==> src/hw/rtl/rfe_pkg.sv <==
// ----------------------------------------------------------------------------
// rfe_pkg: shared types and constants of the PWM register file emulator
// Holds the action codes, register file geometry, the pulse width arithmetic
// constants and the structs that travel between the modules.
// ----------------------------------------------------------------------------
`default_nettype none

package rfe_pkg;

  localparam int REG_BYTES = 16;
  localparam int IDX_W     = $clog2(REG_BYTES);

  localparam logic [7:0]       PRESCALE_PTR = 8'hFE;
  localparam logic [IDX_W-1:0] PRESCALE_IDX = 4'h5;
  localparam logic [7:0]       OFF_BASE     = 8'h08;
  localparam logic [7:0]       READ_OOR     = 8'hFF;
  localparam logic [15:0]      PULSE_BAD_CH = 16'hFFFF;

  // Division by 25 is a multiplication by floor(2^24 / 25) and one correction.
  localparam int DIVISOR     = 25;
  localparam int PROD_W      = 25;
  localparam int RECIP_SHIFT = 24;
  localparam int RECIP_W     = 20;
  localparam int QUOT_W      = 21;
  localparam logic [RECIP_W-1:0] RECIP_MULT = RECIP_W'((64'd1 << RECIP_SHIFT) / DIVISOR);

  typedef enum logic [2:0] {
    ACT_SET_PTR = 3'd0,
    ACT_WRITE   = 3'd1,
    ACT_READ    = 3'd2,
    ACT_QUERY   = 3'd3,
    ACT_POLL    = 3'd4
  } action_e;

  typedef struct packed {
    logic             en;
    logic [IDX_W-1:0] addr;
    logic [7:0]       data;
  } mem_wr_t;

  typedef struct packed {
    logic [15:0] pulse_us;
    logic        overflow;
  } pulse_res_t;

endpackage

`default_nettype wire

==> src/hw/rtl/rfe_regmem.sv <==
// ----------------------------------------------------------------------------
// rfe_regmem: register file storage
// A 16 x 8 synchronous memory with one write port and one read port whose
// data is registered. Valid bits cleared by reset make unwritten bytes read
// as zero.
// ----------------------------------------------------------------------------
`default_nettype none

module rfe_regmem (
  input  wire                          clk_i,
  input  wire                          rst_ni,
  input  rfe_pkg::mem_wr_t             wr_i,
  input  wire                          rd_en_i,
  input  wire  [rfe_pkg::IDX_W-1:0]    rd_addr_i,
  output logic [7:0]                   rd_data_o
);

  logic [7:0]                  mem [rfe_pkg::REG_BYTES];
  logic [rfe_pkg::REG_BYTES-1:0] valid_q;
  logic [7:0]                  rdata_q;
  logic                        rvalid_q;

  always_ff @(posedge clk_i) begin
    if (wr_i.en) begin
      mem[wr_i.addr] <= wr_i.data;
    end
    if (rd_en_i) begin
      rdata_q <= mem[rd_addr_i];
    end
  end

  always_ff @(posedge clk_i or negedge rst_ni) begin
    if (!rst_ni) begin
      valid_q  <= '0;
      rvalid_q <= 1'b0;
    end else begin
      if (wr_i.en) begin
        valid_q[wr_i.addr] <= 1'b1;
      end
      if (rd_en_i) begin
        rvalid_q <= valid_q[rd_addr_i];
      end
    end
  end

  assign rd_data_o = rvalid_q ? rdata_q : 8'd0;

endmodule

`default_nettype wire

==> src/hw/rtl/rfe_pulse.sv <==
// ----------------------------------------------------------------------------
// rfe_pulse: pulse width arithmetic
// Three-stage pipeline computing off * (prescale + 1) / 25: the product, a
// reciprocal multiplication, and a single remainder correction.
// ----------------------------------------------------------------------------
`default_nettype none

module rfe_pulse (
  input  wire                  clk_i,
  input  wire                  rst_ni,
  input  wire                  start_i,
  input  wire  [15:0]          off_i,
  input  wire  [7:0]           prescale_i,
  output logic                 done_o,
  output rfe_pkg::pulse_res_t  res_o
);

  localparam int PW = rfe_pkg::PROD_W;
  localparam int RW = rfe_pkg::RECIP_W;
  localparam int QW = rfe_pkg::QUOT_W;

  logic [2:0]      vld_q;
  logic [8:0]      scale;
  logic [PW-1:0]   prod_d;
  logic [PW-1:0]   prod_q;
  logic [PW-1:0]   prod2_q;
  logic [PW+RW-1:0] recip_prod;
  logic [QW-1:0]   est_q;
  logic [PW-1:0]   est25;
  logic [PW-1:0]   rem;
  logic [QW-1:0]   quot;
  rfe_pkg::pulse_res_t res_q;

  assign scale      = {1'b0, prescale_i} + 9'd1;
  assign prod_d     = {{(PW-16){1'b0}}, off_i} * {{(PW-9){1'b0}}, scale};
  assign recip_prod = {{RW{1'b0}}, prod_q} * {{PW{1'b0}}, rfe_pkg::RECIP_MULT};
  assign est25      = PW'({est_q, 4'b0000}) + PW'({est_q, 3'b000}) + PW'(est_q);
  assign rem        = prod2_q - est25;
  assign quot       = (rem >= PW'(rfe_pkg::DIVISOR)) ? est_q + QW'(1) : est_q;

  always_ff @(posedge clk_i or negedge rst_ni) begin
    if (!rst_ni) begin
      vld_q <= '0;
    end else begin
      vld_q <= {vld_q[1:0], start_i};
    end
  end

  always_ff @(posedge clk_i) begin
    prod_q         <= prod_d;
    prod2_q        <= prod_q;
    est_q          <= recip_prod[rfe_pkg::RECIP_SHIFT +: QW];
    res_q.pulse_us <= quot[15:0];
    res_q.overflow <= |quot[QW-1:16];
  end

  assign done_o = vld_q[2];
  assign res_o  = res_q;

endmodule

`default_nettype wire

==> src/hw/rtl/pwm_register_file_emulator.sv <==
// ----------------------------------------------------------------------------
// pwm_register_file_emulator: register side of a bus-slave PWM controller
// Keeps a 16-byte register file in a synchronous memory, an 8-bit pointer and
// a write-seen flag, and answers reads, channel pulse width queries and polls.
//
//   Channel  Handshake                Payload
//   in       in_valid_i / in_stall_o  action_i, data_byte_i, channel_i
//   out      out_valid_o / out_stall_i read_data_o, pulse_us_o,
//                                     pulse_overflow_o, write_seen_o
//
// One item is handled at a time. Pointer sets and writes end in idle, polls
// and out-of-range reads go to holding, reads pass a data state; a valid
// channel query needs three memory reads, then the three-stage multiply and divide unit.
// A finished result waits in a holding state while the output register is
// stalled; the output register itself frees the input for the next item.
// Reset clears the memory's valid bits at once, so no clearing pass runs.
// ----------------------------------------------------------------------------
`default_nettype none

module pwm_register_file_emulator #(
  parameter int CHANNELS = 2
) (
  input  wire         clk_i,
  input  wire         rst_ni,
  input  wire         in_valid_i,
  output logic        in_stall_o,
  input  wire  [2:0]  action_i,
  input  wire  [7:0]  data_byte_i,
  input  wire  [7:0]  channel_i,
  output logic        out_valid_o,
  input  wire         out_stall_i,
  output logic [7:0]  read_data_o,
  output logic [15:0] pulse_us_o,
  output logic        pulse_overflow_o,
  output logic        write_seen_o
);

  localparam int IW = rfe_pkg::IDX_W;

  typedef enum logic [6:0] {
    S_IDLE  = 7'b0000001,
    S_RDATA = 7'b0000010,
    S_QLO   = 7'b0000100,
    S_QHI   = 7'b0001000,
    S_QPS   = 7'b0010000,
    S_ARITH = 7'b0100000,
    S_HOLD  = 7'b1000000
  } state_e;

  state_e      state_q, state_d;
  logic [7:0]  ptr_q, ptr_d;
  logic        flag_q, flag_d;
  logic [IW-1:0] idx_q, idx_d;
  logic [7:0]  off_lo_q, off_lo_d;
  logic [7:0]  off_hi_q, off_hi_d;
  logic [7:0]  res_read_q, res_read_d;
  logic [15:0] res_pulse_q, res_pulse_d;
  logic        res_ovf_q, res_ovf_d;
  logic        res_ws_q, res_ws_d;
  logic        out_valid_q, out_valid_d;
  logic [7:0]  out_read_q;
  logic [15:0] out_pulse_q;
  logic        out_ovf_q;
  logic        out_ws_q;
  logic        out_load;

  rfe_pkg::mem_wr_t    mem_wr;
  logic                rd_en;
  logic [IW-1:0]       rd_addr;
  logic [7:0]          rd_data;
  logic                pulse_start;
  logic                pulse_done;
  rfe_pkg::pulse_res_t pulse_res;

  logic       in_acc;
  logic       ptr_in_range;
  logic [7:0] lo_ofs;

  rfe_regmem u_mem (
    .clk_i     (clk_i),
    .rst_ni    (rst_ni),
    .wr_i      (mem_wr),
    .rd_en_i   (rd_en),
    .rd_addr_i (rd_addr),
    .rd_data_o (rd_data)
  );

  rfe_pulse u_pulse (
    .clk_i      (clk_i),
    .rst_ni     (rst_ni),
    .start_i    (pulse_start),
    .off_i      ({off_hi_q, off_lo_q}),
    .prescale_i (rd_data),
    .done_o     (pulse_done),
    .res_o      (pulse_res)
  );

  assign in_stall_o   = (state_q != S_IDLE);
  assign in_acc       = in_valid_i && (state_q == S_IDLE);
  assign ptr_in_range = (ptr_q < 8'(rfe_pkg::REG_BYTES));
  assign lo_ofs       = rfe_pkg::OFF_BASE + {channel_i[5:0], 2'b00};
  assign out_load     = (state_q == S_HOLD) && (!out_valid_q || !out_stall_i);

  always_comb begin
    state_d     = state_q;
    ptr_d       = ptr_q;
    flag_d      = flag_q;
    idx_d       = idx_q;
    off_lo_d    = off_lo_q;
    off_hi_d    = off_hi_q;
    res_read_d  = res_read_q;
    res_pulse_d = res_pulse_q;
    res_ovf_d   = res_ovf_q;
    res_ws_d    = res_ws_q;
    mem_wr      = '0;
    rd_en       = 1'b0;
    rd_addr     = '0;
    pulse_start = 1'b0;

    case (state_q)
      S_IDLE: begin
        if (in_acc) begin
          res_read_d  = 8'd0;
          res_pulse_d = 16'd0;
          res_ovf_d   = 1'b0;
          res_ws_d    = 1'b0;
          case (action_i)
            rfe_pkg::ACT_SET_PTR: begin
              ptr_d = data_byte_i;
            end
            rfe_pkg::ACT_WRITE: begin
              if (ptr_in_range) begin
                mem_wr.en   = 1'b1;
                mem_wr.addr = ptr_q[IW-1:0];
                mem_wr.data = data_byte_i;
                if (ptr_q[1:0] == 2'b01) begin
                  flag_d = 1'b1;
                end
              end else if (ptr_q == rfe_pkg::PRESCALE_PTR) begin
                mem_wr.en   = 1'b1;
                mem_wr.addr = rfe_pkg::PRESCALE_IDX;
                mem_wr.data = data_byte_i;
                flag_d      = 1'b1;
              end
              ptr_d = ptr_q + 8'd1;
            end
            rfe_pkg::ACT_READ: begin
              if (ptr_in_range) begin
                rd_en   = 1'b1;
                rd_addr = ptr_q[IW-1:0];
                state_d = S_RDATA;
              end else begin
                res_read_d = rfe_pkg::READ_OOR;
                state_d    = S_HOLD;
              end
            end
            rfe_pkg::ACT_QUERY: begin
              if (channel_i < 8'(CHANNELS)) begin
                rd_en   = 1'b1;
                rd_addr = lo_ofs[IW-1:0];
                idx_d   = lo_ofs[IW-1:0];
                state_d = S_QLO;
              end else begin
                res_pulse_d = rfe_pkg::PULSE_BAD_CH;
                state_d     = S_HOLD;
              end
            end
            rfe_pkg::ACT_POLL: begin
              res_ws_d = flag_q;
              flag_d   = 1'b0;
              state_d  = S_HOLD;
            end
            default: begin
            end
          endcase
        end
      end
      S_RDATA: begin
        res_read_d = rd_data;
        state_d    = S_HOLD;
      end
      S_QLO: begin
        off_lo_d = rd_data;
        rd_en    = 1'b1;
        rd_addr  = idx_q + IW'(1);
        state_d  = S_QHI;
      end
      S_QHI: begin
        off_hi_d = rd_data;
        rd_en    = 1'b1;
        rd_addr  = rfe_pkg::PRESCALE_IDX;
        state_d  = S_QPS;
      end
      S_QPS: begin
        pulse_start = 1'b1;
        state_d     = S_ARITH;
      end
      S_ARITH: begin
        if (pulse_done) begin
          res_pulse_d = pulse_res.pulse_us;
          res_ovf_d   = pulse_res.overflow;
          state_d     = S_HOLD;
        end
      end
      S_HOLD: begin
        if (out_load) begin
          state_d = S_IDLE;
        end
      end
      default: begin
        state_d = S_IDLE;
      end
    endcase
  end

  always_comb begin
    out_valid_d = out_valid_q;
    if (out_valid_q && !out_stall_i) begin
      out_valid_d = 1'b0;
    end
    if (out_load) begin
      out_valid_d = 1'b1;
    end
  end

  always_ff @(posedge clk_i or negedge rst_ni) begin
    if (!rst_ni) begin
      state_q     <= S_IDLE;
      ptr_q       <= 8'd0;
      flag_q      <= 1'b0;
      out_valid_q <= 1'b0;
    end else begin
      state_q     <= state_d;
      ptr_q       <= ptr_d;
      flag_q      <= flag_d;
      out_valid_q <= out_valid_d;
    end
  end

  always_ff @(posedge clk_i) begin
    idx_q       <= idx_d;
    off_lo_q    <= off_lo_d;
    off_hi_q    <= off_hi_d;
    res_read_q  <= res_read_d;
    res_pulse_q <= res_pulse_d;
    res_ovf_q   <= res_ovf_d;
    res_ws_q    <= res_ws_d;
    if (out_load) begin
      out_read_q  <= res_read_q;
      out_pulse_q <= res_pulse_q;
      out_ovf_q   <= res_ovf_q;
      out_ws_q    <= res_ws_q;
    end
  end

  assign out_valid_o      = out_valid_q;
  assign read_data_o      = out_read_q;
  assign pulse_us_o       = out_pulse_q;
  assign pulse_overflow_o = out_ovf_q;
  assign write_seen_o     = out_ws_q;

endmodule

`default_nettype wire

==> config.mk <==
export PLATFORM = sky130hd
export DESIGN_NAME = pwm_register_file_emulator
export DESIGN_NICKNAME = d
export VERILOG_FILES = /design/src/hw/rtl/rfe_pkg.sv /design/src/hw/rtl/rfe_regmem.sv /design/src/hw/rtl/rfe_pulse.sv /design/src/hw/rtl/pwm_register_file_emulator.sv
export SDC_FILE = /design/constraint.sdc
export NUM_CORES = 1
export LEC_CHECK = 0
export BUFFER_PORTS_ARGS = -buffer_cell sky130_fd_sc_hd__buf_2
export CELL_PAD_IN_SITES_DETAIL_PLACEMENT = 2
export CELL_PAD_IN_SITES_GLOBAL_PLACEMENT = 2
export CORE_AREA = 10 10 254 256
export CTS_BUF_LIST = sky130_fd_sc_hd__clkbuf_4
export DETAILED_ROUTE_END_ITERATION = 8
export DIE_AREA = 0 0 264 266
export PLACE_DENSITY_LB_ADDON = 0.05
export SYNTH_ARGS = -nofsm -noshare
export SYNTH_HDL_FRONTEND = slang
export SYNTH_SLANG_ARGS = --single-unit
==> constraint.sdc <==
create_clock -name clk_i -period 14.1 [get_ports clk_i]
set_clock_uncertainty 0.05 [all_clocks]
set_input_delay 2.82 -clock clk_i [delete_from_list [all_inputs] [get_ports clk_i]]
set_output_delay 2.82 -clock clk_i [all_outputs]
set_load 0.05 [all_outputs]
==> run_results.csv <==
group,metric,value,unit
status,status,"completed",
cts,post_cts_buffers,0,
worst_setup_path,worstPathRequired,14.82,ns
worst_setup_path,cp.arrival,8.95,ns
cts,cts_resized,0,
final_layout,nNetsFinal,3083,
route,drt-total-wl,72700,µm
placement,numPortBuffers,50,
cts,clk_pin_slew_worst_paths,0.07,ns
grt,grt_overflow,0,
final_layout,drive_gt1_frac,0.117,
timing,worstMarginPinSlew,1.16,ns
worst_setup_path,crit_fanout,55,
worst_setup_path,worstSetupEndpoint,"u_pulse.prod_q[22]",
synth,synth_compound_area_frac,0.0609,
timing,max_clock_freq,121,MHz
worst_setup_path,rr_startpoint,"u_mem.rvalid_q",
final_layout,syn_to_final_growth,9.40,%
synth,synthArstFlopShare,0.112,
grt,antenna_found_initial,2,
route,ant_nets,0,
timing,maxSlewViolCount,0,
min_path,hold_path.class,"reg2reg",
synth,avgSynthCellArea,11.2,µm²
cts,cts_buffers,90,
synth,synthesis.instances,2357,
synth,yosys_warnings,0,
floorplanning,die_w,264,µm
placement,dp_hpwl,57000,µm
timing,finalHoldViolCount,0,
worst_setup_path,start_kind,"flip-flop",
timing,fin_crit_sh,0.584,
floorplanning,row_count,90,
cts,cts_max_path_buffers,3,
timing,hold_ws,0.305,ns
route,viasPerCell,5.22,
grt,grt_pass1_vias,20500,
cts,htreeDepth,3,
route,avgRoutedWirePerCell,21.8,µm
worst_setup_path,crit_type,"reg2reg",
floorplanning,io_pins,51,
grt,grt_usage,0.211,
cts,postCtsHoldBufs,0,
route,drc,0,
cts,clk_latency,0.90,ns
synth,muxShareOfSynthArea,0.0362,
synth,synthAdderAreaFrac,0.361,
cts,cts_num_sinks,331,
route,vias,17500,
timing,min_period,8.23,ns
floorplanning,fp.coreArea,59700,µm²
floorplanning,die_area,70200,µm²
route,firstDrtPassIters,5,
synth,yosysUniqueCellTypes,82,
synth,synth_edf_count,206,
job,drv_cap,0,
synth,synth_flop_cell,"edfxtp_1",
timing,max_slew_margin,0.222,
grt,grt_max_degree,56,
worst_setup_path,startpoint,"u_mem.rvalid_q",
synth,syn_nets,2960,
worst_setup_path,timing.rr.end,"u_pulse.prod_q[22]",
cts,root_buffer,"clkbuf_4",
timing,fin_setup_tns,0,ns
grt,grt_pass1_wl,117000,µm
synth,synth_top_family_by_area,"adder cells",
synth,synth_seq_cells,331,
timing,setup_viol,0,
synth,yosys.area_share.simple,0.0969,
synth,ys_seq_area_frac,0.335,
floorplanning,initial_utilization,0.444,
placement,place.gp.congestion,0.831,
worst_setup_path,cp-end-kind,"flip-flop",
worst_setup_path,rr_worst_depth,27,
floorplanning,chipHeight,266,µm
synth,synth-xor-area-share,0.0251,
synth,syn_area,26500,µm²
worst_setup_path,reg2reg_slack,5.87,ns
route,dr.first_iter.drc_count,854,
timing,rsz0062_at_grt,"no",
cts,cts_tree,"yes",
-- cells in the mapped netlist, types with 4 or more instances --
library cell    n  share of area
a211oi_1       13         0.0037
a21boi_0        4         0.0011
a21o_1         35         0.0099
a21oi_1        71          0.013
a221oi_1        4         0.0013
a31oi_1         9         0.0021
and2_1         59          0.014
and3_1         50          0.012
and4b_1         5         0.0019
buf_2           4        0.00076
clkbuf_1       35         0.0050
dfrtp_1        36          0.034
dfxtp_1        88          0.067
edfxtp_1      206           0.23
fa_1          308           0.23
ha_1          272           0.13
inv_1         547          0.078
mux2i_1        11         0.0042
mux4_2         36          0.031
nand2_1       124          0.018
nand2b_1       16         0.0038
nand3_1        33         0.0062
nand4_1         7         0.0017
nand4b_1        5         0.0017
nor2_1         70         0.0099
nor2b_1        28         0.0066
nor3_1         31         0.0059
nor3b_1         5         0.0014
nor4_1          7         0.0017
o211ai_1        6         0.0017
o21a_1          9         0.0026
o21ai_0        42         0.0079
o21bai_1        4         0.0011
o22ai_1         7         0.0017
or2_2          20         0.0047
or3_1           5         0.0012
xnor2_1        54          0.018
xor2_1         22         0.0073
-- cells in the final DEF, fill, tap and decap left out, types with 6 or more instances in the layout --
cell type  count
inv_1        547
fa_1         308
ha_1         272
edfxtp_1     206
clkbuf_4     134
nand2_1      124
dfxtp_1       88
nor2_1        70
a21oi_1       70
and2_1        58
xnor2_1       53
and3_1        50
buf_2         50
o21ai_0       42
mux4_2        36
dfrtp_1       36
a21o_1        35
nand3_1       33
nor3_1        30
nor2b_1       28
buf_4         24
clkinv_1      23
xor2_1        22
or2_2         20
nand2b_1      16
a211oi_1      13
mux2i_1       11
o21a_1         9
a31oi_1        8
nand4_1        7
nor4_1         7
o22ai_1        7
o211ai_1       6
-- per-layer routing --
| layer | track usage | vias up | wire length [µm] |
|---|---|---|---|
| met3 | 0.0295 | 81 | 1950 |
| met4 | 0.0453 | 0 | 1080 |
| met2 | 0.387 | 230 | 38400 |
| met5 | 0 | - | 0 |
| met1 | 0.260 | 9143 | 31300 |
| li1 | - | 8001 | - |
-- per-stage QoR --
| step | instance area [µm²] | utilization | worst slack [ns] | std cells |
|---|---|---|---|---|
| floorplan | 26500 | - | 7.17 | 2357 |
| global placement | 27800 | 0.465 | 6.17 | 3170 |
| detailed placement | 27800 | 0.465 | 5.80 | 3170 |
| CTS | 29000 | 0.485 | 5.73 | 3336 |
| global route | 29000 | 0.485 | 4.94 | 3341 |
| finish | 29000 | 0.485 | 5.87 | 3341 |
-- cell families (layout without fill, tap and decap cells) --
| family | after synthesis | count (layout) |
|---|---|---|
| xor gates and xnor gates | 76 | 76 |
| DFF | 331 | 331 |
| AOI/OAI and AO/OA | 246 | 246 |
| other | 0 | 5 |
| and+or+nand+nor | 484 | 484 |
| buffers and inverters | 590 | 787 |
| adders and majority gates | 580 | 580 |
| muxes | 50 | 50 |
-- critical path: stages, from the launching register on --
cell	delay (ns)
dfrtp_1	0.35
buf_4	0.41
nand2_1	0.56
inv_1	0.26
ha_1	0.26
nand3_1	0.15
nor2_1	0.20
and3_1	0.52
nand2_1	0.16
fa_1	0.52
fa_1	0.55
inv_1	0.06
fa_1	0.54
inv_1	0.06
fa_1	0.53
inv_1	0.04
ha_1	0.36
nand3_1	0.12
o21bai_1	0.18
a21boi_0	0.18
o21a_1	0.17
o21ai_0	0.08
a2111oi_0	0.64
and3b_1	0.26
nor3_1	0.37
and2_1	0.21
o21ai_0	0.08
a221oi_1	0.26
-- state kept, by name, indices dropped and copies added (netlist names), 8 cells and up --
register	cells
off_hi_q	8
off_lo_q	8
ptr_q	8
pulse_us_o	16
read_data_o	8
res_pulse_q	16
res_read_q	8
u_mem.mem	128
u_mem.rdata_q	8
u_mem.valid_q	16
u_pulse.est_q	21
u_pulse.prod2_q	25
u_pulse.prod_q	25
u_pulse.res_o	17
-- worst min path at each step --
| stage | start | endpoint | slack, ns | depth (start not counted) |
|---|---|---|---|---|
| final | u_pulse.vld_q[0] | u_pulse.vld_q[1] | 0.31 | 0 |
| after global routing | u_pulse.vld_q[1] | u_pulse.vld_q[2] | 0.32 | 0 |
| after CTS | u_pulse.vld_q[0] | u_pulse.vld_q[1] | 0.31 | 0 |
| after detailed placement | u_pulse.vld_q[0] | u_pulse.vld_q[1] | 0.29 | 0 |
| after global placement | u_pulse.vld_q[0] | u_pulse.vld_q[1] | 0.28 | 0 |
| after floorplan | u_pulse.vld_q[0] | u_pulse.vld_q[1] | 0.28 | 0 |
-- final cells by class --
cell class / instances / area [µm²]
Clock buffer: 134 / 1010
Clock inverter: 32 / 188
Inverter: 547 / 2050
Sequential cell: 331 / 8870
Tap cell: 782 / 978
Multi-Input combinational cell: 1436 / 15400
Antenna cell: 5 / 12.5
Timing Repair Buffer: 74 / 430
Fill cell: 6131 / 30700
Power is not shown: default switching activity piles up to over one toggle a cycle in this logic, so the estimate is an artifact.
